--- config.mk ---
export PLATFORM = sky130hd
export DESIGN_NAME = rpi_mul
export DESIGN_NICKNAME = d
export VERILOG_FILES = /design/src/rtl/rpi_pkg.sv /design/src/rtl/rpi_mul.sv
export SDC_FILE = /design/constraint.sdc
export NUM_CORES = 2
export LEC_CHECK = 0
export ABC_AREA = 1
export BUFFER_PORTS_ARGS = -buffer_cell sky130_fd_sc_hd__buf_2
export CORE_ASPECT_RATIO = 1.25
export CORE_MARGIN = 2
export CORE_UTILIZATION = 35
export CTS_CLUSTER_SIZE = 40
export DETAILED_ROUTE_END_ITERATION = 7
export GPL_TIMING_DRIVEN = 0
export HOLD_SLACK_MARGIN = 0.1
export PLACE_DENSITY_LB_ADDON = 0.12
export SLEW_MARGIN = 20
export SYNTH_ARGS = -nofsm -noshare
export SYNTH_HDL_FRONTEND = slang
export SYNTH_SLANG_ARGS = --single-unit
--- constraint.sdc ---
create_clock -name clk -period 9.4 [get_ports clk]
set_input_delay 0.47 -clock clk [delete_from_list [all_inputs] [get_ports clk]]
set_output_delay 0.47 -clock clk [all_outputs]
set_load 0.01 [all_outputs]
--- src/rtl/rpi_pkg.sv ---
// Package with the types, constants and status codes of the intersection block.
`default_nettype none
package rpi_pkg;

  // Coordinate format is fixed by the beat layout.
  localparam int COORD_W       = 32;
  localparam int FRAC_BITS_DEF = 16;
  localparam int STATUS_W      = 2;

  // Widest operand slice fed to one multiplier stage.
  localparam int MUL_CHUNK = 32;

  typedef logic signed [COORD_W-1:0] coord_t;
  typedef logic [STATUS_W-1:0]       status_t;

  localparam status_t STATUS_OK       = 2'd0;
  localparam status_t STATUS_PARALLEL = 2'd1;
  localparam status_t STATUS_SAT      = 2'd2;

  localparam coord_t COORD_MAX = {1'b0, {(COORD_W-1){1'b1}}};
  localparam coord_t COORD_MIN = {1'b1, {(COORD_W-1){1'b0}}};

  typedef struct packed {
    coord_t start_x;
    coord_t start_y;
    coord_t start_z;
    coord_t end_x;
    coord_t end_y;
    coord_t end_z;
    coord_t plane_a;
    coord_t plane_b;
    coord_t plane_c;
    coord_t plane_offset;
  } ray_in_t;

  typedef struct packed {
    coord_t  hit_x;
    coord_t  hit_y;
    coord_t  hit_z;
    status_t status;
  } hit_out_t;

endpackage
`default_nettype wire

--- src/rtl/rpi_mul.sv ---
// Pipelined signed multiplier that takes one slice of the first operand per stage.
`default_nettype none
module rpi_mul import rpi_pkg::*; #(
  parameter int AW    = 32,
  parameter int BW    = 32,
  parameter int CHUNK = MUL_CHUNK
) (
  input  logic                 clk,
  input  logic                 en,
  input  logic signed [AW-1:0] a,
  input  logic signed [BW-1:0] b,
  output logic signed [AW+BW-1:0] p
);

  localparam int NCH = (AW + CHUNK - 1) / CHUNK;
  localparam int APW = NCH * CHUNK;
  localparam int PW  = AW + BW;

  logic signed [APW-1:0] a_r   [0:NCH];
  logic signed [BW-1:0]  b_r   [0:NCH];
  logic signed [PW-1:0]  acc_r [0:NCH];

  assign a_r[0]   = APW'(a);
  assign b_r[0]   = b;
  assign acc_r[0] = '0;

  for (genvar i = 0; i < NCH; i++) begin : g_stage
    logic signed [CHUNK:0]    slice;
    logic signed [CHUNK+BW:0] pp;
    logic signed [PW-1:0]     acc_nxt;

    // Lower slices are unsigned; the top slice carries the sign.
    if (i == NCH - 1) begin : g_top
      assign slice = {a_r[i][APW-1], a_r[i][i*CHUNK +: CHUNK]};
    end else begin : g_low
      assign slice = {1'b0, a_r[i][i*CHUNK +: CHUNK]};
    end

    assign pp      = slice * b_r[i];
    assign acc_nxt = acc_r[i] + (PW'(pp) <<< (i * CHUNK));

    always_ff @(posedge clk) begin
      if (en) begin
        a_r[i+1]   <= a_r[i];
        b_r[i+1]   <= b_r[i];
        acc_r[i+1] <= acc_nxt;
      end
    end
  end

  assign p = acc_r[NCH];

endmodule
`default_nettype wire

==> out/metrics.csv <==
stage;metric;value;unit
place;placer's final routability congestion estimate;0.9583;
synthesis;top_reg_cell synth;edfxtp_1;
clocking;CTS Buf Count;9;
clocking;H-tree depth reported by CTS;3;
clocking;setup bufs post-CTS;0;
synthesis;number of flops mapped to enable cells by yosys;64;
setup_path;Bufs and invs on worst path;9;
timing;RSZ-0062 raised after global routing;no;
place;Place WS;-0.3605;ns
global_routing;total congestion overflow;0;
final_layout;area grow syn2layout;7.048;%
place;port bufs;129;
synthesis;Post-synth ARST share;0;%
detailed_routing;Residual DRC;0;
floorplanning;Initial Util;35.28;%
detailed_routing;DR iter-0 viols;2262;
detailed_routing;WL/cell;24.54;um
floorplanning;die height;384.3;um
timing;Setup WS post-layout;0.4556;ns
floorplanning;die area;0.1185;mm2
timing;Final Max Slew Viols;0;
floorplanning;row count;139;
clocking;clk buf depth;2;
run;Max-Cap Viols;0;
synthesis;register bit count reported by yosys;64;
detailed_routing;Final ANT Viol Nets;0;
run_status;status;complete, no violations;
timing;fin crit share;95.15;%
setup_path;crit-path leading delay family;adder cells;
clocking;clk slew on worst S/H paths;0.06;ns
synthesis;synth warn;0;
synthesis;Synth Instances;5046;
global_routing;global-route wire length before repair;241200;um
synthesis;library cells used by synthesis;32;
global_routing;largest net degree at the start of global routing;44;
setup_path;WP data required;9.47;ns
place;Final HPWL DP;144300;um
setup_path;Crit Path Max Fanout;11;
floorplanning;I/O pin count;130;
synthesis;syn nets;6378;
setup_path;slowest stage delay, CP;0.86;ns
synthesis;Syn Area/Cell;8.025;um2
clocking;clock sink count;64;
hold_path;Worst Hold Class;in2reg;
timing;Final Hold Vio Count;0;
timing;fin crit period;8.944;ns
timing;Peak Freq;111.8;MHz
clocking;TritonCTS clock tree;built;
timing;Slew headroom;15.47;%
setup_path;worst path arrival time;9.01;ns
synthesis;Mapped Area;0.04050;mm2
detailed_routing;Post-Route WL;163800;um
setup_path;CP Capture Type;flip-flop;
floorplanning;Die W;308.2;um
setup_path;Max stage delay cell, worst path;fa_2;
floorplanning;CORE AREA;0.1148;mm2
synthesis;sequential-to-total area share from yosys stat;4.746;%
detailed_routing;DR vias;32140;
timing;Final setup viols;0;
global_routing;GRT Total Usage;28.78;%
final_layout;FILL cells;12340;
timing;Worst-Margin Slew;1.268;ns
final_layout;max FFs per register;64;
clocking;Clock Tree Root;clkbuf_16;
setup_path;worst setup path class;in2reg;
final_layout;layout cell share with drive strength beyond 1;3.737;%
detailed_routing;vias per cell;4.814;
clocking;# hold bufs at CTS;0;
global_routing;vias in the first global route;34790;
setup_path;Startpoint Class;input port;
final_layout;# nets final;6518;
global_routing;initial antenna violation count;8;
detailed_routing;DR pass1 iterations;5;
==> placed cells by master (no fill, tap or decap), types with 2 or more instances in the layout <==
cell / netlist / routed
inv_1: 1659 / 1659
clkbuf_2: 0 / 7
o21ai_1: 2 / 2
fa_2: 0 / 2
nand3_2: 7 / 7
fa_1: 1082 / 1080
xnor2_1: 6 / 6
a21oi_1: 67 / 67
ha_1: 184 / 184
o21a_1: 2 / 2
nor2_4: 2 / 2
a21o_1: 2 / 2
clkbuf_1: 192 / 184
nor4_1: 4 / 4
nand2_1: 1444 / 1444
edfxtp_1: 64 / 64
clkinvlp_4: 0 / 3
clkbuf_16: 0 / 9
inv_6: 0 / 2
xor2_1: 30 / 30
o21bai_1: 9 / 9
nand2_2: 8 / 8
diode_2: 0 / 5
nor2_2: 11 / 11
nor2_1: 139 / 139
buf_2: 0 / 128
o21ai_0: 20 / 20
nand3_1: 69 / 69
or2_2: 8 / 8
nor3_1: 7 / 7
nand4_1: 20 / 20
==> worst paths after layout <==
path	from	to	slack, ns	depth (start not counted)
setup / recovery	a[31]	p[56]	0.46	28
hold / removal	b[0]	p[0]	0.53	3
==> through the flow <==
step | area [um2] | hold slack, ns | setup TNS [ns] | util (%) | instances
final | 43350 | 0.5281 | 0 | 37.77 | 6676
after global routing | 43350 | 0.5400 | 0 | 37.77 | 6676
after CTS | 43330 | 0.5230 | 0 | 37.75 | 6671
after detailed placement | 43030 | 0.8804 | -3.273 | 37.49 | 6656
after global placement | 42990 | 0.8830 | -3.204 | 37.45 | 6655
after floorplan | 40500 | 0.5825 | 0 | - | 5046
==> synthesized netlist by cell type (all sizes together), types with 5 or more instances <==
master,number,area share [%]
a21oi,68,0.85
clkbuf,192,1.8
edfxtp,64,4.7
fa,1082,53
ha,184,5.7
inv,1659,15
nand2,1452,14
nand3,76,1.0
nand4,20,0.31
nor2,152,1.5
nor3,8,0.13
nor4,5,0.093
o21ai,22,0.27
o21bai,9,0.17
or2,9,0.14
xnor2,6,0.13
xor2,30,0.65
==> cell families after synthesis <==
group | synth area share [%]
AO/OA/AOI/OAI | 1.381
buffers and inverters | 17.16
adder cells (fa/ha/maj) | 59.18
flip-flops | 4.746
AND/OR/NAND/NOR | 16.76
XOR/XNOR | 0.7786
==> area by class of cell <==
| cell class | instances | area [um2] | share of cell area [%] |
|---|---|---|---|
| timing repair buffer | 130 | 675.6 | 1.559 |
| inverter | 1659 | 6227 | 14.37 |
| buffer | 191 | 725.7 | 1.674 |
| multi-input combinational | 3131 | 31630 | 72.97 |
| sequential | 64 | 1922 | 4.433 |
| clock buffer | 9 | 225.2 | 0.5195 |
| clock inverter | 7 | 78.83 | 0.1818 |
| antenna | 5 | 12.51 | 0.02886 |
| tap | 1480 | 1852 | 4.272 |
==> repair_timing <==
action	CTS	global route
gates resized for setup	0	1
endpoints found under the hold margin	0	0
setup endpoints to repair	1	13
==> routing by layer <==
| layer | vias up | wire length, um | GRT usage (%) |
|---|---|---|---|
| met5 | - | 0 | 0 |
| met4 | 0 | 9999 | 13.97 |
| met3 | 268 | 8616 | 2.887 |
| met2 | 988 | 80840 | 50.02 |
| met1 | 16760 | 64390 | 35.75 |
| li1 | 14120 | - | - |
Power is left out: the tool's default activity adds up to more than one toggle a clock period on the data nets, which glitch-free logic cannot reach.
