## config.mk

```make
export PLATFORM = sky130hd
export DESIGN_NAME = rpi_delay
export DESIGN_NICKNAME = d
export VERILOG_FILES = /design/src/rtl/rpi_pkg.sv /design/src/rtl/rpi_delay.sv
export SDC_FILE = /design/constraint.sdc
export NUM_CORES = 1
export LEC_CHECK = 0
export BUFFER_PORTS_ARGS = -buffer_cell sky130_fd_sc_hd__buf_2
export CORE_AREA = 5 5 42 44
export CTS_BUF_LIST = sky130_fd_sc_hd__clkbuf_16
export CTS_CLUSTER_SIZE = 25
export DETAILED_ROUTE_END_ITERATION = 10
export DIE_AREA = 0 0 47 49
export SLEW_MARGIN = 10
export SYNTH_ARGS = -nofsm -noshare
export SYNTH_HDL_FRONTEND = slang
export SYNTH_SLANG_ARGS = --single-unit
```

## constraint.sdc

```tcl
create_clock -name clk -period 0.8 [get_ports clk]
set_clock_uncertainty 0.15 [all_clocks]
set_input_delay 0.08 -clock clk [delete_from_list [all_inputs] [get_ports clk]]
set_output_delay 0.08 -clock clk [all_outputs]
set_load 0.05 [all_outputs]
```

## src/rtl/rpi_pkg.sv

```systemverilog
// Package with the types, constants and status codes of the intersection block.
`default_nettype none
package rpi_pkg;

  // Coordinate format is fixed by the beat layout.
  localparam int COORD_W       = 32;
  localparam int FRAC_BITS_DEF = 16;
  localparam int STATUS_W      = 2;

  // Widest operand slice fed to one multiplier stage.
  localparam int MUL_CHUNK = 32;

  typedef logic signed [COORD_W-1:0] coord_t;
  typedef logic [STATUS_W-1:0]       status_t;

  localparam status_t STATUS_OK       = 2'd0;
  localparam status_t STATUS_PARALLEL = 2'd1;
  localparam status_t STATUS_SAT      = 2'd2;

  localparam coord_t COORD_MAX = {1'b0, {(COORD_W-1){1'b1}}};
  localparam coord_t COORD_MIN = {1'b1, {(COORD_W-1){1'b0}}};

  typedef struct packed {
    coord_t start_x;
    coord_t start_y;
    coord_t start_z;
    coord_t end_x;
    coord_t end_y;
    coord_t end_z;
    coord_t plane_a;
    coord_t plane_b;
    coord_t plane_c;
    coord_t plane_offset;
  } ray_in_t;

  typedef struct packed {
    coord_t  hit_x;
    coord_t  hit_y;
    coord_t  hit_z;
    status_t status;
  } hit_out_t;

endpackage
`default_nettype wire

```

## src/rtl/rpi_delay.sv

```systemverilog
// Delay line that carries a valid bit and a side payload alongside a pipelined unit.
`default_nettype none
module rpi_delay import rpi_pkg::*; #(
  parameter int WIDTH = 8,
  parameter int DEPTH = 1
) (
  input  logic             clk,
  input  logic             rst_n,
  input  logic             en,
  input  logic             in_vld,
  input  logic [WIDTH-1:0] in_bits,
  output logic             out_vld,
  output logic [WIDTH-1:0] out_bits
);

  logic             vld_r  [0:DEPTH];
  logic [WIDTH-1:0] bits_r [0:DEPTH];

  assign vld_r[0]  = in_vld;
  assign bits_r[0] = in_bits;

  for (genvar i = 0; i < DEPTH; i++) begin : g_tap
    // Valid bits are control state and are cleared by reset.
    always_ff @(posedge clk) begin
      if (!rst_n) begin
        vld_r[i+1] <= 1'b0;
      end else if (en) begin
        vld_r[i+1] <= vld_r[i];
      end
    end

    always_ff @(posedge clk) begin
      if (en) begin
        bits_r[i+1] <= bits_r[i];
      end
    end
  end

  assign out_vld  = vld_r[DEPTH];
  assign out_bits = bits_r[DEPTH];

endmodule
`default_nettype wire

```

==> metrics.txt, run 1 <==
Fin. Hold Viols=9; Distinct cells, synth=4; number of synthesized flops with an enable pin=8; H-tree Lvls=1; Routed Antenna Nets=0; power per standard cell area=about 3100 nW/um^2; share of flip-flops with an asynchronous set or reset=0%; Die H=just under 50 um; Cell Area, Synth=276.5 sq um; Synth Area per Inst=approximately 25 sq um; Static Leakage=roughly 0.24 nW; Critical Path, Cell by Cell=buf_6; cell family with most CP delay=flip-flops; vias in the first global route=222; clock buffer depth=2; PnR Total Power=between 0.0015 and 0.002 W; Critical Path Source Type=flip-flop; synth top area cells=edfxtp_1 (87%), dfxtp_1 (7.2%), mux2i_1 (3.6%); clk sinks=9; total grt overflow=0; CP Max Fanout=1; peak supply drop=between 1.5 and 2 mV; die area=approximately 2300 sq um; Post-Syn Nets=23; CP max stage cell=edfxtp_1; status=finished, violations left; DRT Pass-1 Iters=2; Primary FF master, synth=edfxtp_1; First DRT Iteration DRCs=2; Inst Count DP=47; Synth Register Bits=9; gpl congestion=~0.66; Slew Limit Fails=0; Die W=~47 um; worst rel slew slack=86.38%; area grow syn2layout=95.02%; Synth warnings=0; Hold WC Path Type=input pin to flip-flop; Initial Util=between 10% and 20%; Worst path max stage delay=0.38 ns; RSZ-0062 raised after global routing=true; Final Instance Count excl. Fillers=51; most instantiated cells after synthesis=edfxtp_1 (8), dfxtp_1 (1), mux2i_1 (1), nor2b_1 (1); Site Rows=14; post-layout min period=just over 1 ns; tightest hold margin=-0.1243 ns; worst setup margin=-0.2123 ns; IO Pins=21; pin count of the biggest net entering global routing=10; actual slew at the worst max-slew pin=between 0.2 and 0.25 ns; Crit Path Class=flip-flop to output port; initial antenna violation count=0; CTS root buf=clkbuf_16; first-pass GRT wire length=931 um; drt total wl=620 um; residual DRC count=0; final period utilization=126.5%; Synth area leader=edfxtp_1; Design Area, Final=about 540 sq um; core area=around 1400 sq um; Tot GR Track Use=approximately 6%; placed inst area=between 400 and 500 sq um; failing checks=hold timing, setup timing; clk slew on worst S/H paths=0.04 ns; Critical path buffers and inverters=1; Max-Cap Viols=0; TritonCTS buffer count=3; routed vias/inst=about 3.7; Cells after Synth=11; diode count=0; fmax=about 0.99 GHz; DR WL/cell=12.16 um; DR vias=189; register area share after synthesis=between 90% and 100%; top-count cell post-synth=edfxtp_1; CP Capture Type=output port; CTS tree=yes; WP data required=0.57 ns; port bufs=20; # setup viols final=9; area fraction of the dominant cell type after synthesis=approximately 87%; layout cells sized above 1=approximately 70%; crit path DAT=approximately 0.78 ns; nets=48; clk_lat worst skew=about 0.23 ns
## cell type report
class	instances	area, sq um
Clock buffer	3	75.07
Sequential cell	9	264.0
Clock inverter	1	3.754
Multi-Input combinational cell	2	16.27
Tap cell	16	20.02
Timing Repair Buffer	20	160.2
Fill cell	138	862.1
## placed cells by master (no fill, tap or decap)
cell	instances
buf_2	11
buf_8	1
clkbuf_16	3
nor2b_1	1
mux2i_1	1
inv_1	1
buf_6	8
edfxtp_1	8
dfxtp_4	1
## what timing repair did
action	CTS	global route
setup endpoints to repair	9	10
gates resized for setup	19	0
setup buffers	0	0
hold endpoints to repair	9	9
## state kept, by name (all words and copies together), names as in the netlist
| signal | count |
|---|---|
| out_vld | 1 |
| out_bits | 8 |
## metrics by stage
step           hold WS (ns)  util (%)  setup TNS, ns  setup slack [ns]
3_5_place_dp         0.1090     28.57       -0.04731          -0.02844
5_1_grt             -0.1242     38.48         -1.979           -0.2328
6_report            -0.1243     38.48         -1.742           -0.2123
4_1_cts             -0.1280     38.48         -1.822           -0.2249
3_3_place_gp         0.1087     28.57       -0.02062          -0.01021
2_1_floorplan       0.02887         -        -0.2677          -0.03061
## per-layer routing
metal / vias to the layer above / part of all wire (%) / track usage [%]
li1: 89 / - / -
met5: - / 0 / 0
met3: 0 / 23 / 3.690
met1: 79 / 41 / 7.306
met4: 0 / 0 / 5.530
met2: 21 / 35 / 6.787
## cells by family (layout without fill, tap and decap cells)
family | count (synthesis) | after routing | share of synthesized area, %
buffers and inverters | 0 | 24 | 0
and+or+nand+nor | 1 | 1 | 2.264
muxes | 1 | 1 | 3.620
DFF | 9 | 9 | 94.12
## power by group
group          total (W)  switching, W  internal, W
combinational   0.000243      0.000154    0.0000889
sequential      0.000572     0.0000177     0.000554
clock           0.000842      0.000191     0.000650
## worst paths after layout
path | to | start | slack (ns) | cells past startpoint
max | out_bits[2] | out_bits[2] | -0.21 | 1
min | out_bits[1] | in_bits[1] | -0.12 | 1
max reg2reg | out_vld | out_vld | 0 | 2
min reg2reg | out_vld | out_vld | 0.41 | 2
(Power assumes the default switching activity.)
==> run 2: changes to the inputs <==
Settings changed: REMOVE_ABC_BUFFERS from default to 1.
==> metrics.txt, run 2 (synthesis gave the netlist of run 1 again) <==
DR vias=between 150 and 200; PnR Total Power=~0.0017 W; peak supply drop=roughly 1.4 mV; IO Pins=21; Final Instance Count excl. Fillers=51; RSZ-0062 raised after global routing=true; worst rel slew slack=86.40%; DRT Pass-1 Iters=2; max layer used=met4; final setup TNS=-1.803 ns; clk_lat worst skew=0.23 ns; TritonCTS buffer count=3; failing checks=hold timing, setup timing; vias in the first global route=218; routed vias/inst=between 3 and 4; post-layout min period=1.032 ns; met2 routed WL=194 um; WL met3=roughly 130 um; Final Core Density=roughly two fifths; commonest non-fill, non-tap cell in the layout=buf_2; WP data required=roughly 0.57 ns; die area=between 2000 and 2500 sq um; initial antenna violation count=0; Inst Count DP=47; DRT met1 WL=between 300 and 400 um; Site Rows=14; CTS tree=yes; tightest hold margin=-0.1276 ns; Worst path max stage delay=around 0.4 ns; final period utilization=128.9%; Hold WC Path Type=input pin to flip-flop; cell family with most CP delay=flip-flops; power per standard cell area=between 3000 and 4000 nW/um^2; DR WL/cell=roughly 12 um; H-tree Lvls=1; gpl congestion=around 0.7; Tot GR Track Use=about 7.4%; Static Leakage=between 0.2 and 0.25 nW; diode count=0; clk sinks=9; CP Capture Type=output port; Critical Path, Cell by Cell=buf_6; Critical path buffers and inverters=1; layout cells sized above 1=68.57%; Critical Path Source Type=flip-flop; residual DRC count=0; Die H=around 49 um; max FFs per register=8; Max-Cap Viols=0; pin count of the biggest net entering global routing=10; actual slew at the worst max-slew pin=~0.20 ns; drt total wl=~640 um; Slew Limit Fails=0; # setup viols final=9; status=finished, violations left; clk slew on worst S/H paths=about 0.04 ns; register-to-register setup slack=roughly 0.04 ns; crit path DAT=around 0.80 ns; nets=between 40 and 50; first-pass GRT wire length=~1.1 mm; commonest cells after routing, fill and taps aside=buf_2 (11), edfxtp_1 (8), buf_6 (8), clkbuf_16 (3); CP max stage cell=edfxtp_1; fmax=between 0.9 and 1 GHz; port bufs=20; Crit Path Class=flip-flop to output port; CTS root buf=clkbuf_16; total grt overflow=0; Routed Antenna Nets=0; setup bufs post-CTS=0; worst setup margin=-0.2315 ns; Die W=47 um; Initial Util=19.73%; Fin. Hold Viols=9; area grow syn2layout=94.12%; clock buffer depth=2; CP Max Fanout=1; core area=1401 sq um; First DRT Iteration DRCs=1
## run 2: cell count changes in the layout (fill, tap and decap cells not counted)
cell,previous run,this run
dfxtp_2,0,1
dfxtp_4,1,0
## run 2: worst paths after layout
| check | from | end | cells past startpoint |
|---|---|---|---|
| worst min-delay path | in_bits[0] | out_bits[0] | 1 |
| worst max register to register | out_vld | out_vld | 2 |
| worst min register to register | out_vld | out_vld | 2 |
| worst max-delay path | out_bits[0] | out_bits[0] | 1 |
## run 2: routing by layer
| metal | track usage, % | up-vias |
|---|---|---|
| li1 | - | 90 |
| met1 | 9.862 | 78 |
| met2 | 6.561 | 24 |
| met3 | 8.118 | 3 |
| met4 | 4.147 | 0 |
| met5 | 0 | - |
## run 2: repair_timing
item / 4_1_cts / 5_1_grt
endpoints found under the setup margin: 9 / 9
pin swaps: 0 / 0
resized for setup: 19 / 1
endpoints found under the hold margin: 9 / 9
## run 2: cell type report
class / count / area (sq um)
timing repair buffer: 20 / 160.2
tap: 16 / 20.02
sequential: 9 / 261.5
clock inverter: 1 / 3.754
clock buffer: 3 / 75.07
multi-input combinational: 2 / 16.27
fill: 144 / 864.6
## run 2: report_power, final
group	switching (W)	leakage (nW)	total [W]	internal [W]
Clock	0.000205	0.0423	0.000857	0.000652
Combinational	0.000153	0.107	0.000242	0.0000888
Sequential	0.0000186	0.0869	0.000574	0.000556
## run 2: per-stage QoR
step,instance area (sq um),setup slack (ns),hold slack (ns)
floorplan,276.5,-0.2534,0.02887
global placement,396.6,-0.01812,0.1073
detailed placement,396.6,-0.03993,0.1081
CTS,533.0,-0.2409,-0.1316
global route,536.8,-0.2684,-0.1338
finish,536.8,-0.2315,-0.1276
