**src/rtl/rpi_pkg.sv**
```systemverilog
// Package with the types, constants and status codes of the intersection block.
`default_nettype none
package rpi_pkg;

  // Coordinate format is fixed by the beat layout.
  localparam int COORD_W       = 32;
  localparam int FRAC_BITS_DEF = 16;
  localparam int STATUS_W      = 2;

  // Widest operand slice fed to one multiplier stage.
  localparam int MUL_CHUNK = 32;

  typedef logic signed [COORD_W-1:0] coord_t;
  typedef logic [STATUS_W-1:0]       status_t;

  localparam status_t STATUS_OK       = 2'd0;
  localparam status_t STATUS_PARALLEL = 2'd1;
  localparam status_t STATUS_SAT      = 2'd2;

  localparam coord_t COORD_MAX = {1'b0, {(COORD_W-1){1'b1}}};
  localparam coord_t COORD_MIN = {1'b1, {(COORD_W-1){1'b0}}};

  typedef struct packed {
    coord_t start_x;
    coord_t start_y;
    coord_t start_z;
    coord_t end_x;
    coord_t end_y;
    coord_t end_z;
    coord_t plane_a;
    coord_t plane_b;
    coord_t plane_c;
    coord_t plane_offset;
  } ray_in_t;

  typedef struct packed {
    coord_t  hit_x;
    coord_t  hit_y;
    coord_t  hit_z;
    status_t status;
  } hit_out_t;

endpackage
`default_nettype wire

```
**src/rtl/rpi_div.sv**
```systemverilog
// Pipelined restoring divider with one quotient bit per stage and an overflow flag.
`default_nettype none
module rpi_div import rpi_pkg::*; #(
  parameter int AW = 64,
  parameter int BW = 32,
  parameter int QW = 16
) (
  input  logic          clk,
  input  logic          en,
  input  logic [AW-1:0] num,
  input  logic [BW-1:0] den,
  output logic [QW-1:0] quo,
  output logic          ovf
);

  localparam int HW = AW - QW;
  localparam int CW = (HW > BW) ? HW : BW;

  logic [BW-1:0] rem_r [1:QW+1];
  logic [QW-1:0] low_r [1:QW+1];
  logic [QW-1:0] quo_r [1:QW+1];
  logic [BW-1:0] den_r [1:QW+1];
  logic          ovf_r [1:QW+1];

  logic [HW-1:0] hi;
  logic          ovf_in;

  // The quotient does not fit in QW bits when the upper part already reaches the divisor.
  assign hi     = num[AW-1:QW];
  assign ovf_in = CW'(hi) >= CW'(den);

  always_ff @(posedge clk) begin
    if (en) begin
      rem_r[1] <= BW'(hi);
      low_r[1] <= num[QW-1:0];
      quo_r[1] <= '0;
      den_r[1] <= den;
      ovf_r[1] <= ovf_in;
    end
  end

  for (genvar k = 1; k <= QW; k++) begin : g_step
    logic [BW:0] trial;
    logic        ge;

    // Bring down the next dividend bit and subtract where the divisor fits.
    assign trial = {rem_r[k], low_r[k][QW-1]};
    assign ge    = trial >= {1'b0, den_r[k]};

    always_ff @(posedge clk) begin
      if (en) begin
        rem_r[k+1] <= ge ? BW'(trial - {1'b0, den_r[k]}) : BW'(trial);
        low_r[k+1] <= low_r[k] << 1;
        quo_r[k+1] <= {quo_r[k][QW-2:0], ge};
        den_r[k+1] <= den_r[k];
        ovf_r[k+1] <= ovf_r[k];
      end
    end
  end

  assign quo = quo_r[QW+1];
  assign ovf = ovf_r[QW+1];

endmodule
`default_nettype wire

```
**config.mk**
```make
export PLATFORM = sky130hd
export DESIGN_NAME = rpi_div
export DESIGN_NICKNAME = d
export VERILOG_FILES = /design/src/rtl/rpi_pkg.sv /design/src/rtl/rpi_div.sv
export SDC_FILE = /design/constraint.sdc
export NUM_CORES = 2
export LEC_CHECK = 0
export ABC_AREA = 0
export BUFFER_PORTS_ARGS = -buffer_cell sky130_fd_sc_hd__buf_4
export CAP_MARGIN = 20
export CORE_ASPECT_RATIO = 1.75
export CORE_UTILIZATION = 55
export DETAILED_ROUTE_END_ITERATION = 8
export GPL_TIMING_DRIVEN = 0
export PLACE_DENSITY = 0.82
export SKIP_LAST_GASP = 1
export SYNTH_ARGS = -nofsm -noshare
export SYNTH_HDL_FRONTEND = slang
export SYNTH_SLANG_ARGS = --single-unit
```
**constraint.sdc**
```tcl
create_clock -name clk -period 9.03 [get_ports clk]
set_clock_uncertainty 0.05 [all_clocks]
set_input_delay 1.3545 -clock clk [delete_from_list [all_inputs] [get_ports clk]]
set_output_delay 1.3545 -clock clk [all_outputs]
set_load 0.01 [all_outputs]
```
==> impl_summary.md <==
Drt
The number of search-and-repair iterations in the first detailed-routing pass is 5. The average wire per standard cell is 23.0 um. The detailed router finished its first iteration with 2,335 violations.

Once detail routing completed, the nets flagged for antenna violations numbered 0. The final routed DRC violation total is 0. The via total after detailed routing is 48.3k. In the routed layout, each cell is associated on average with a via count of 5.82. The routed design has 191,000 um of wire.

Min path
The source of the worst hold timing path is quo_r[0][217]$_DFFE_PP_. The endpoint with the worst hold slack is quo_r[0][234]$_DFFE_PP_. Along the worst hold path, the cell count comes to 0. The worst hold-check path type is flop to flop.

Logic synthesis
The flip-flop cell with the highest count after synthesis is edfxtp_1. The async set-reset flop share out of synthesis is 0. Sorting the synthesized cells by area gives the leading types as edfxtp_1, ha_1, inv_1.

A synthesized cell averages 11.7 um^2. The netlist uses 91 different library cells. The sequential share of the synthesized area is 0.543. In this run, synthesis inferred 1,313 flip-flops with an integrated enable. The cell type contributing the most total cell area after synthesis is edfxtp_1. The instance count of the mapped netlist is 6,227. The total nets after synthesis is 6,884. The most frequent cell after synthesis is edfxtp_1.

The top-area cell type share of the netlist area is 0.543. The mapped netlist covers 72,700 um^2. The synthesis warning total is 0. In the synthesized netlist, the cells that appear most often are edfxtp_1, inv_1, ha_1, a21oi_1, nand2_1. Synthesis inferred 1,313 register bits.

Global route
For this run, global-route usage on met3 was measured as 0.0335. Entering global routing, the biggest net connects 201 pins. The first-pass GRT wire length is 283,000 um.

The initial antenna violation count is 7. For met1 alone, demand over resource in global routing was 0.177. The total global routing track utilization is 0.287. The aggregate global routing overflow is 0. The layer flagged by global routing as most heavily used is met2. For met2 alone, demand over resource in global routing was 0.609. The number of global-route vias before repair was 52.0k.

Power
The analysis attributes to net switching a power of 0.0113 W. The standby leakage power is 33.3 nW. Of the total power, registers draw 0.333.

Of the total power, the share spent switching nets is 0.388. The share of total power dissipated in combinational logic is 0.474. The cell area power density is 361 nW/um^2.

The fraction of power consumed by the clock network is 0.193. The internal power is 0.0178 W. The worst-case vdd ir drop is 0.000212 V.

STA
At the pin with the least slew margin, the transition time is 1350 ps. The final count of pins violating max slew was 0. The final critical-path share of the clock period is 0.667. The post-route setup TNS is 0 ps.

The headroom to the max-slew limit is 0.0980. The worst hold slack across all endpoints is 359 ps. The minimum clock period after layout is 6020 ps.

Setup violations remaining at the end of the flow were counted as 0. Setup repair after global routing left no endpoint under its margin. The count of final hold-check violations is 0. The maximum achievable frequency is 166 MHz. The worst path meets setup with 3010 ps of slack.

Placement
The wire-length estimate of the detail-placed layout is 151,000 um. OpenSTA, run right after detailed placement, puts the worst setup slack at 3210 ps. The total of buffers placed on input and output ports is 114.

Routability-driven placement finished with a final weighted congestion of 0.974.

Clock tree
The tree is rooted in a clkbuf_16. In this run, CTS created clock tree buffers numbering 131. The longest clock path from root to sink contains 3 buffers.

For this design, the CTS-stage hold fixing added 0 buffers. The post-CTS setup buffer count is 0. The H-tree depth is 4. The TritonCTS clock tree is built. Clock latency on the worst-skew pair, taken at its later pin, is 780 ps. In this run, post-CTS repair resized a total of 0 instances. The clock sink count is 1,313. Clock-pin slew was measured on the worst setup and hold paths at 70 ps.

Critical path
The worst setup path is launched from a flop. The type of the worst setup path is flop to flop. The most numerous cell type found on the critical path is o21ai_0. On the critical path, the stage with the largest delay is an instance of clkbuf_1. The critical path goes through inv_1 > ha_1 > nor2b_1 > o21ai_0 > a21boi_1 > o21ai_0 > a21oi_1 > o2111a_1 > a211o_1 > a21oi_1 > clkbuf_1 > clkbuf_1 > o21ai_0. The top fanout value on the critical path is 10. The largest stage delay on the critical path is 860 ps. Counting cells, the worst reg-to-reg path comes to 13. Counting both buffers and inverters, the worst setup path holds a total of 3. The kind of cell adding the most delay to the critical path is compound AO/OA/AOI/OAI gates. The first element of the critical path is low_r[7][15]$_DFFE_PP_. The endpoint arrival time on the critical path is 6430 ps.

STA classifies the critical path endpoint as a flop. In this run the critical register-to-register path is launched from low_r[7][15]$_DFFE_PP_. The endpoint of the worst register-to-register path is rem_r[4][30]$_DFFE_PP_. The worst endpoint required time is 9440 ps. The setup slack of the most critical reg-to-reg path is 3010 ps.

Finish
The share of cells above drive strength 1 is 0.101. The share of the core filled with cells in the final layout is 0.613. The area growth from synthesis to layout is 10.7%. The register area is 39,400 um^2. The layout filler cell count is 10.2k. The area occupied by multi-input gates is 30,000 um^2. The net count of the finished layout is 7,157.

Run status
The flow ran to the end, and the final reports show no timing, DRC or antenna violations.

Floorplanning
The number of core rows is 176. The vertical die dimension is 483 um. The area of the die is 134,000 um^2. The number of top-level pins is 115. For this configuration, the core starts out at a cell density of 0.554. The floorplan die width is 277 um. The placeable core area is 131,000 um^2.

Job
The tool flagged a number of max-cap violations equal to 0.
==> power groups by stage <==
stage          Combinational (W)  Sequential (W)  Clock (W)
4_1_cts                   0.0138         0.00965    0.00570
6_report                  0.0138         0.00967    0.00561
5_1_grt                   0.0150         0.00980    0.00591
3_3_place_gp              0.0134         0.00984          0
2_1_floorplan            0.00975         0.00946          0
3_5_place_dp              0.0137         0.00977          0
==> flip-flops by register name (all words and copies together) (netlist names) <==
register / count
den_r: 512
ovf_r: 17
rem_r: 512
low_r: 136
quo_r: 136
==> cell families (layout without fill, tap and decap cells) <==
group / count (synthesis) / count (layout) / synth area share
other: 0 / 4 / 0
muxes: 289 / 289 / 0.0455
xor gates and xnor gates: 405 / 405 / 0.0488
DFF: 1313 / 1313 / 0.543
AOI/OAI and AO/OA: 1540 / 1540 / 0.134
adders and majority gates: 559 / 559 / 0.0978
buffers and inverters: 829 / 1205 / 0.0449
and+or+nand+nor: 1292 / 1292 / 0.0860
==> worst max-delay path by stage <==
stage,endpoint,slack (ps),depth (start not counted)
global route,rem_r[4][27]$_DFFE_PP_,3040,13
detailed placement,rem_r[4][30]$_DFFE_PP_,3210,13
CTS,rem_r[4][30]$_DFFE_PP_,3170,13
finish,rem_r[4][30]$_DFFE_PP_,3010,13
global placement,quo_r[0][259]$_DFFE_PP_,-4820,1
floorplan,rem_r[2][59]$_DFFE_PP_,5620,12
==> stage by stage <==
stage                     area, um^2  total power, W  instances
after floorplan                72700          0.0192       6227
after global placement         75600          0.0232       8032
after detailed placement       76000          0.0234       8056
after CTS                      80400          0.0291       8292
after global routing           80400          0.0307       8295
final                          80400          0.0291       8298
==> cells in the final DEF (no fill, tap or decap), types with 15 or more instances in the layout <==
| cell type | n |
|---|---|
| a211oi_1 | 36 |
| xnor2_1 | 227 |
| a31oi_1 | 42 |
| and3_1 | 42 |
| a21o_1 | 268 |
| fa_1 | 15 |
| nand2_1 | 412 |
| clkbuf_16 | 133 |
| o211ai_1 | 18 |
| clkbuf_1 | 124 |
| mux2i_1 | 34 |
| a21oi_1 | 455 |
| o21bai_1 | 51 |
| o31a_1 | 15 |
| mux2_1 | 25 |
| buf_4 | 139 |
| or2_2 | 17 |
| mux2_2 | 204 |
| mux2_4 | 26 |
| a21boi_0 | 24 |
| and2_1 | 20 |
| o31ai_1 | 27 |
| bufinv_16 | 15 |
| clkinv_1 | 21 |
| inv_1 | 678 |
| buf_2 | 29 |
| o21ai_0 | 375 |
| o21a_1 | 52 |
| xor2_1 | 178 |
| nor3_1 | 77 |
| nand4_1 | 78 |
| edfxtp_1 | 1313 |
| ha_1 | 544 |
| nand3_1 | 98 |
| or3_1 | 17 |
| nor2_1 | 282 |
| nor4_1 | 19 |
| clkinv_2 | 18 |
| nor2b_1 | 91 |
| nand2b_1 | 76 |
==> routing by layer <==
metal / part of all wire / vias to the layer above
met2: 0.59 / 1128
met1: 0.25 / 23094
met4: 0.14 / 2
li1: - / 23371
met3: 0.023 / 701
met5: 0.000058 / -
==> final cells by class <==
| cell class | instances | area share |
|---|---|---|
| multi-input cells | 4085 | 0.373 |
| clock inverters | 80 | 0.0118 |
| inverters | 679 | 0.0317 |
| well taps | 1691 | 0.0263 |
| clock buffers | 156 | 0.0425 |
| flip-flops and latches | 1313 | 0.490 |
| plain buffers | 150 | 0.00890 |
| diodes | 4 | 0.000124 |
| repair buffers | 140 | 0.0151 |
Power figures use the tool's default switching activity.
