$ cat src/rtl/rpi_pkg.sv
// Package with the types, constants and status codes of the intersection block.
`default_nettype none
package rpi_pkg;

  // Coordinate format is fixed by the beat layout.
  localparam int COORD_W       = 32;
  localparam int FRAC_BITS_DEF = 16;
  localparam int STATUS_W      = 2;

  // Widest operand slice fed to one multiplier stage.
  localparam int MUL_CHUNK = 32;

  typedef logic signed [COORD_W-1:0] coord_t;
  typedef logic [STATUS_W-1:0]       status_t;

  localparam status_t STATUS_OK       = 2'd0;
  localparam status_t STATUS_PARALLEL = 2'd1;
  localparam status_t STATUS_SAT      = 2'd2;

  localparam coord_t COORD_MAX = {1'b0, {(COORD_W-1){1'b1}}};
  localparam coord_t COORD_MIN = {1'b1, {(COORD_W-1){1'b0}}};

  typedef struct packed {
    coord_t start_x;
    coord_t start_y;
    coord_t start_z;
    coord_t end_x;
    coord_t end_y;
    coord_t end_z;
    coord_t plane_a;
    coord_t plane_b;
    coord_t plane_c;
    coord_t plane_offset;
  } ray_in_t;

  typedef struct packed {
    coord_t  hit_x;
    coord_t  hit_y;
    coord_t  hit_z;
    status_t status;
  } hit_out_t;

endpackage
`default_nettype wire

$ cat src/rtl/rpi_outq.sv
// Two-entry result queue with a registered ready that decouples the pipeline from the sink.
`default_nettype none
module rpi_outq import rpi_pkg::*; (
  input  logic     clk,
  input  logic     rst_n,
  input  logic     push,
  input  hit_out_t push_data,
  input  logic     out_stall,
  output logic     out_valid,
  output hit_out_t out_data,
  output logic     ready
);

  hit_out_t   mem_r [2];
  logic       wr_ptr_r, wr_ptr_nxt;
  logic       rd_ptr_r, rd_ptr_nxt;
  logic [1:0] count_r, count_nxt;
  logic       ready_r, ready_nxt;
  logic       pop;

  assign pop = (count_r != 2'd0) && !out_stall;

  // Occupancy bookkeeping; ready drops once both entries are taken.
  always_comb begin
    wr_ptr_nxt = push ? !wr_ptr_r : wr_ptr_r;
    rd_ptr_nxt = pop ? !rd_ptr_r : rd_ptr_r;
    count_nxt  = count_r + {1'b0, push} - {1'b0, pop};
    ready_nxt  = count_nxt < 2'd2;
  end

  always_ff @(posedge clk) begin
    if (!rst_n) begin
      wr_ptr_r <= 1'b0;
      rd_ptr_r <= 1'b0;
      count_r  <= 2'd0;
      ready_r  <= 1'b1;
    end else begin
      wr_ptr_r <= wr_ptr_nxt;
      rd_ptr_r <= rd_ptr_nxt;
      count_r  <= count_nxt;
      ready_r  <= ready_nxt;
    end
  end

  always_ff @(posedge clk) begin
    if (push) begin
      mem_r[wr_ptr_r] <= push_data;
    end
  end

  assign out_valid = count_r != 2'd0;
  assign out_data  = mem_r[rd_ptr_r];
  assign ready     = ready_r;

endmodule
`default_nettype wire

$ cat config.mk
export PLATFORM = sky130hd
export DESIGN_NAME = rpi_outq
export DESIGN_NICKNAME = d
export VERILOG_FILES = /design/src/rtl/rpi_pkg.sv /design/src/rtl/rpi_outq.sv
export SDC_FILE = /design/constraint.sdc
export NUM_CORES = 1
export LEC_CHECK = 0
export BUFFER_PORTS_ARGS = -buffer_cell sky130_fd_sc_hd__buf_2
export CELL_PAD_IN_SITES_DETAIL_PLACEMENT = 1
export CELL_PAD_IN_SITES_GLOBAL_PLACEMENT = 2
export CORE_AREA = 3 3 139 141
export CTS_BUF_LIST = sky130_fd_sc_hd__clkbuf_16
export CTS_CLUSTER_DIAMETER = 60
export DETAILED_ROUTE_END_ITERATION = 8
export DIE_AREA = 0 0 142 144
export PLACE_DENSITY = 0.91
export SYNTH_ARGS = -nofsm -noshare
export SYNTH_HDL_FRONTEND = slang
export SYNTH_SLANG_ARGS = --single-unit
$ cat constraint.sdc
create_clock -name clk -period 7.75 [get_ports clk]
set_input_delay 0.3875 -clock clk [delete_from_list [all_inputs] [get_ports clk]]
set_output_delay 0.3875 -clock clk [all_outputs]
set_load 0.05 [all_outputs]
==> results of run 1 <==
-- synthesized netlist by cell type --
cell type                  number  area share [%]
sky130_fd_sc_hd__and2_1         2            0.17
sky130_fd_sc_hd__buf_2          7            0.47
sky130_fd_sc_hd__buf_6          4            0.61
sky130_fd_sc_hd__dfxtp_1        6             1.6
sky130_fd_sc_hd__edfxtp_1     196              79
sky130_fd_sc_hd__ha_1           2            0.34
sky130_fd_sc_hd__inv_1          2            0.10
sky130_fd_sc_hd__mux2_2        79              12
sky130_fd_sc_hd__mux2_4        20             4.0
sky130_fd_sc_hd__mux2i_1        3            0.40
sky130_fd_sc_hd__nand2_1        2            0.10
sky130_fd_sc_hd__nand2b_1       2            0.17
sky130_fd_sc_hd__nor2b_1        2            0.17
sky130_fd_sc_hd__o21a_1         1            0.10
sky130_fd_sc_hd__o21ba_2        1            0.13
sky130_fd_sc_hd__or2_2          1           0.084
sky130_fd_sc_hd__xnor2_1        1            0.12
-- cell families (layout without fill, tap and decap cells) --
family          count (synthesis)  in the layout  synth area share (%)
buf+inv                        13            242                 1.181
flops                         202            202                 80.99
mux                           102            102                 16.45
simple gates                    9              9                0.6918
xor+xnor                        1              1                0.1181
fa+ha+maj                       2              2                0.3374
compound gates                  2              2                0.2363
-- registers in the layout, summed over array words and instances, names as in the netlist, named ones only --
name	cells
count_r	2
rd_ptr_r	1
ready	1
wr_ptr_r	1
mem_r	196
-- power groups by stage --
| stage | logic, mW | clock network [mW] | registers [mW] |
|---|---|---|---|
| 3_3_place_gp | 0.894 | 0 | 1.34 |
| 4_1_cts | 0.914 | 0.940 | 1.33 |
| 3_5_place_dp | 0.911 | 0 | 1.35 |
| 5_1_grt | 0.944 | 0.987 | 1.33 |
| 6_report | 0.901 | 0.903 | 1.32 |
| 2_1_floorplan | 0.759 | 0 | 1.31 |
-- metal layers --
layer  routed length [µm]  GRT usage, %
met4                  218         3.586
met1                 5635         15.94
met3                 1199         4.266
met2                 8118         26.58
met5                   17             0
-- cell type report --
class | instances | area, µm² | area share [%]
flip-flops and latches | 202 | 6010 | 64.64
multi-input cells | 116 | 1333 | 14.33
repair buffers | 204 | 1028 | 11.06
clock buffers | 23 | 575.6 | 6.191
well taps | 229 | 286.5 | 3.082
clock inverters | 13 | 56.30 | 0.6057
inverters | 2 | 7.507 | 0.08075
-- per-stage QoR --
stage	util [%]	instance area, µm²	instances
3_3_place_gp	47.91	8665	753
3_5_place_dp	47.91	8665	753
5_1_grt	51.40	9296	789
2_1_floorplan	-	7416	331
6_report	51.40	9296	789
4_1_cts	51.40	9296	789
-- final timing paths --
| kind | cells past startpoint | slack, ns | from | end |
|---|---|---|---|---|
| worst max-delay path | 3 | 4.67 | flop | out_data[13] |
| worst min register to register | 2 | 0.48 | rd_ptr_r | flop |
| worst max register to register | 2 | 5.46 | wr_ptr_r | mem_r[0][53] |
| worst min-delay path | 1 | 0.09 | push_data[8] | mem_r[1][8] |
==> results.cfg, run 1 <==
[status]
status = finished clean

[yosys]
post_synthesis_cell_area_um2 = 7416
synthCells = 331
part_of_the_yosys_area_used_for_sequential_elements_pct = 80.99
post_synth_cell_types = 17
ys_ff_latch = 202
net_count_of_the_mapped_netlist = 435
synth_area_per_cell_um2 = 22.40
yosysWarningCount = 0

[hold_path]
timing.hold.worst.class = in2reg

[die]
design.portCount = 202
placementRows = 49
initial_utilization_pct = 41.00
fp.dieH_um = 144
floorplan.die_area_um2 = 20450
area_of_the_core_um2 = 18090
chipWidth_um = 142

[pwr]
clock_power_share_pct = 28.9
power_frac_comb_pct = 28.8
maximum_vdd_ir_drop_v = 0.0001879
sw_frac_of_total_pct = 33.59
total_switching_power_mw = 1.051
cellInternalPower_mw = 2.078
static-leakage-power_nw = 3.535
seqPwrFrac_pct = 42.3
power.density_nw_per_um2 = 336.6
totalPowerFinal_mw = 3.129

[sta]
max_freq_ghz = 0.3247
timing.setup.tns_ns = 0
hold_viol = 0
timing.final.ws_setup_ns = 4.670
worstMarginPinSlew_ns = 1.129
setup_viol = 0
period_share_pct = 39.74
hold_slack_ns = 0.09033
slew_headroom_pct = 24.76
post-route-min-period_ns = 3.080
slew_viol_final = 0
rsz_0062_raised_after_global_routing = false
clock_skew_ns = 0.01478

[global_routing]
antenna_found_initial = 1
via_count_of_the_first_global_routing_pass = 4176
global_route.usage.total_pct = 14.25
grt_pass1_wl_mm = 22.70
globalRouteOverflowTotal = 0
grt_start_max_net_pins = 82

[detailed_routing]
detail_route.iter0.violations = 117
detail_route.wirelength_mm = 15.19
final_antenna_net_count = 0
routed-via-count = 3746
wl_per_cell_um = 19.25
drcViolationCount = 0
drt-pass1-iter-count = 4
drt-vias-per-instance = 4.748

[critical_path]
critical_path_class = reg2out
worstSetupStartpointType = flop
cp_data_arrival_time_ns = 2.69
crit_family = buffers and inverters
buffers_inverters_on_critical_path = 2
cells_traversed_along_the_worst_timing_path = buf_4, mux2_2, buf_2
critical_path.slowest_cell = sky130_fd_sc_hd__dfxtp_4
setup_crit_end_kind = output port
critical_path_peak_fanout = 52
required_ns = 7.36
timing.critical_path.slowest_cell_delay_ns = 0.80

[cts]
clock_latency_ns = 0.48
cts_made_buffers = 22
cts.root.buffer_cell = sky130_fd_sc_hd__clkbuf_16
cts_max_path_buffers = 3
cts_setup_buffers = 0
clk_pin_slew_ns = 0.06
tritoncts_num_sinks = 202
holdBufCountCts = 0
cts_tree = done
cts_resized = 0
cts_max_level = 1

[cells_and_area]
final.fill_count = 1691
commonest_cells_after_routing_fill_and_taps_aside = sky130_fd_sc_hd__buf_2 (201), sky130_fd_sc_hd__edfxtp_1 (196), sky130_fd_sc_hd__mux2_2 (79), sky130_fd_sc_hd__clkbuf_16 (23), sky130_fd_sc_hd__mux2_4 (20)
layout_commonest_cell = sky130_fd_sc_hd__buf_2
num-nets-final = 652
syn2layout_area_growth_pct = 25.36
share_of_layout_cells_above_drive_strength_1_pct = 59.82
antenna_cells_inserted = 0

[placement]
routabilityCongestion = 0.7197
number_of_port_buffers = 201
pre_cts_ws_ns = 5.112
hpwl_mm = 10.52

[flow_run]
timing.max_cap.violations = 0
(Power assumes the default switching activity.)
==> run 2: changes to the inputs <==
--- a/config.mk
+++ b/config.mk
@@ -8,12 +8,12 @@
 export BUFFER_PORTS_ARGS = -buffer_cell sky130_fd_sc_hd__buf_2
 export CELL_PAD_IN_SITES_DETAIL_PLACEMENT = 1
 export CELL_PAD_IN_SITES_GLOBAL_PLACEMENT = 2
-export CORE_AREA = 3 3 139 141
+export CORE_AREA = 3 3 144 146
 export CTS_BUF_LIST = sky130_fd_sc_hd__clkbuf_16
 export CTS_CLUSTER_DIAMETER = 60
 export DETAILED_ROUTE_END_ITERATION = 8
-export DIE_AREA = 0 0 142 144
-export PLACE_DENSITY = 0.91
+export DIE_AREA = 0 0 147 149
+export PLACE_DENSITY = 0.86
 export SYNTH_ARGS = -nofsm -noshare
 export SYNTH_HDL_FRONTEND = slang
 export SYNTH_SLANG_ARGS = --single-unit
==> constraint.sdc (replaced) <==
create_clock -name clk -period 3.2 [get_ports clk]
set_input_delay 0.16 -clock clk [delete_from_list [all_inputs] [get_ports clk]]
set_output_delay 0.16 -clock clk [all_outputs]
set_load 0.05 [all_outputs]
==> results.cfg, run 2 (same netlist as run 1, synthesis figures left out) <==
[cts]
cts.root.buffer_cell = sky130_fd_sc_hd__clkbuf_16
cts_made_buffers = 21
clk_pin_slew_ns = 0.06
cts_max_path_buffers = 3
tritoncts_num_sinks = 202
cts_tree = done
cts_setup_buffers = 0
clock_latency_ns = 0.48
cts_max_level = 1

[critical_path]
reg2reg_from = count_r[0]
cells_traversed_along_the_worst_timing_path = buf_12, mux2_2, buf_2
buffers_inverters_on_critical_path = 2
crit_family = flip-flops
reg2regPathDepth = 6
cp_data_arrival_time_ns = 2.26
critical_path_peak_fanout = 70
critical_path_class = reg2out
required_ns = 3.04
worst_r2r_endpoint = ready
worstSetupStartpointType = flop
r2r_setup_slack_ns = 1.40
timing.critical_path.slowest_cell_delay_ns = 0.66
setup_crit_end_kind = output port
critical_path.slowest_cell = sky130_fd_sc_hd__dfxtp_4

[cells_and_area]
largest_register_ff_count = 196
layout_commonest_cell = sky130_fd_sc_hd__buf_2
seq_area_um2 = 6010
multi_input_comb_area_um2 = 1333
max_flop_register = mem_r
layout_top_registers = mem_r x196, count_r x2
commonest_cells_after_routing_fill_and_taps_aside = sky130_fd_sc_hd__buf_2 (201), sky130_fd_sc_hd__edfxtp_1 (196), sky130_fd_sc_hd__dlygate4sd3_1 (99), sky130_fd_sc_hd__mux2_2 (79), sky130_fd_sc_hd__clkbuf_16 (21)
antenna_cells_inserted = 0
share_of_layout_cells_above_drive_strength_1_pct = 50.68
syn2layout_area_growth_pct = 40.31
final.fill_count = 1891
num-nets-final = 750

[detailed_routing]
routed_met1_length_mm = 6.576
wl_per_cell_um = 18.77
highest-signal-layer = met5
met3_wirelength_mm = 1.126
detailroute.wirelength.met2_mm = 9.246
drt-vias-per-instance = 4.534
drcViolationCount = 0
final_antenna_net_count = 0
drt-pass1-iter-count = 4
detail_route.wirelength_mm = 17.34
detail_route.iter0.violations = 145
routed-via-count = 4189

[sta]
clock_skew_ns = 0.006486
worstMarginPinSlew_ns = 0.5696
period_share_pct = 75.77
hold_viol = 0
hold_slack_ns = 0.06154
slew_headroom_pct = 62.03
rsz_0062_raised_after_global_routing = false
max_freq_ghz = 0.4125
slew_viol_final = 0
post-route-min-period_ns = 2.424
timing.setup.tns_ns = 0
setup_viol = 0
timing.final.ws_setup_ns = 0.7755

[status]
status = finished clean

[global_routing]
globalRouteOverflowTotal = 0
antenna_found_initial = 1
global_route.usage.total_pct = 15.56
grt_pass1_wl_mm = 26.84
via_count_of_the_first_global_routing_pass = 4792
grt_start_max_net_pins = 90

[hold_path]
timing.hold.worst.start = push
min_delay_path_depth = 3
min_to = wr_ptr_r
timing.hold.worst.class = in2reg

[die]
floorplan.die_area_um2 = 21900
design.portCount = 202
placementRows = 51
fp.dieH_um = 149
chipWidth_um = 147
area_of_the_core_um2 = 19530
initial_utilization_pct = 37.98

[pwr]
power_frac_comb_pct = 29.8
totalPowerFinal_mw = 7.888
clock_power_share_pct = 29.9
seqPwrFrac_pct = 40.3
cellInternalPower_mw = 5.267
maximum_vdd_ir_drop_v = 0.0005056
power.density_nw_per_um2 = 758.1
static-leakage-power_nw = 3.974
total_switching_power_mw = 2.620
sw_frac_of_total_pct = 33.22

[placement]
pre_cts_ws_ns = 1.273
number_of_port_buffers = 201
hpwl_mm = 10.11
routabilityCongestion = 0.7220

[flow_run]
timing.max_cap.violations = 0
## run 2: changes by cell type in the layout (fill, tap and decap cells not counted), sizes merged
cell,delta
bufinv,+3
clkbuf,-2
clkinvlp,-1
dlygate4sd3,+99
## run 2: worst max path at each step
| stage | slack [ns] | endpoint | start | cells after the start |
|---|---|---|---|---|
| floorplan | 0.08 | mem_r[1][0] | wr_ptr_r | 1 |
| global placement | 1.30 | out_data[32] | flop | 3 |
| detailed placement | 1.27 | out_data[32] | flop | 3 |
| CTS | 0.75 | out_data[32] | flop | 3 |
| global route | 0.68 | out_data[30] | flop | 3 |
| finish | 0.78 | out_data[32] | flop | 3 |
## run 2: metrics by stage
stage,instances,utilization [%],area (µm²)
2_1_floorplan,331,-,7423
3_3_place_gp,789,44.80,8747
3_5_place_dp,789,44.80,8747
4_1_cts,924,53.29,10410
5_1_grt,924,53.29,10410
6_report,924,53.29,10410
## run 2: area by class of cell
cell class / instances / area share [%]
clock buffers: 21 / 5.050
inverters: 2 / 0.07215
multi-input cells: 116 / 12.81
flip-flops and latches: 202 / 57.76
repair buffers: 303 / 19.77
well taps: 265 / 3.187
clock inverters: 15 / 1.359
## run 2: repair_timing
item	CTS	global route
hold buffers	99	0
endpoints found under the hold margin	199	0
resized for setup	0	0
## run 2: layer usage
layer  vias to the layer above  global-route usage, %
li1                       1940                      -
met1                      2059                  17.55
met2                       149                  29.18
met3                        39                  4.072
met4                         2                  4.240
met5                         -                      0
## run 2: worst register-to-register path, stage by stage (launching register included)
cell                      delay (ns)
sky130_fd_sc_hd__dfxtp_1        0.32
sky130_fd_sc_hd__o21ba_2        0.25
sky130_fd_sc_hd__ha_1           0.28
sky130_fd_sc_hd__inv_1          0.04
sky130_fd_sc_hd__ha_1           0.18
sky130_fd_sc_hd__xnor2_1        0.24
sky130_fd_sc_hd__mux2_2         0.38
## run 2: power by group through the flow
stage	clock network (mW)	logic, mW	registers (mW)
after global routing	2.55	2.46	3.20
after CTS	2.42	2.37	3.18
final	2.36	2.35	3.18
after global placement	0	2.23	3.22
after floorplan	0	1.84	3.18
after detailed placement	0	2.26	3.24
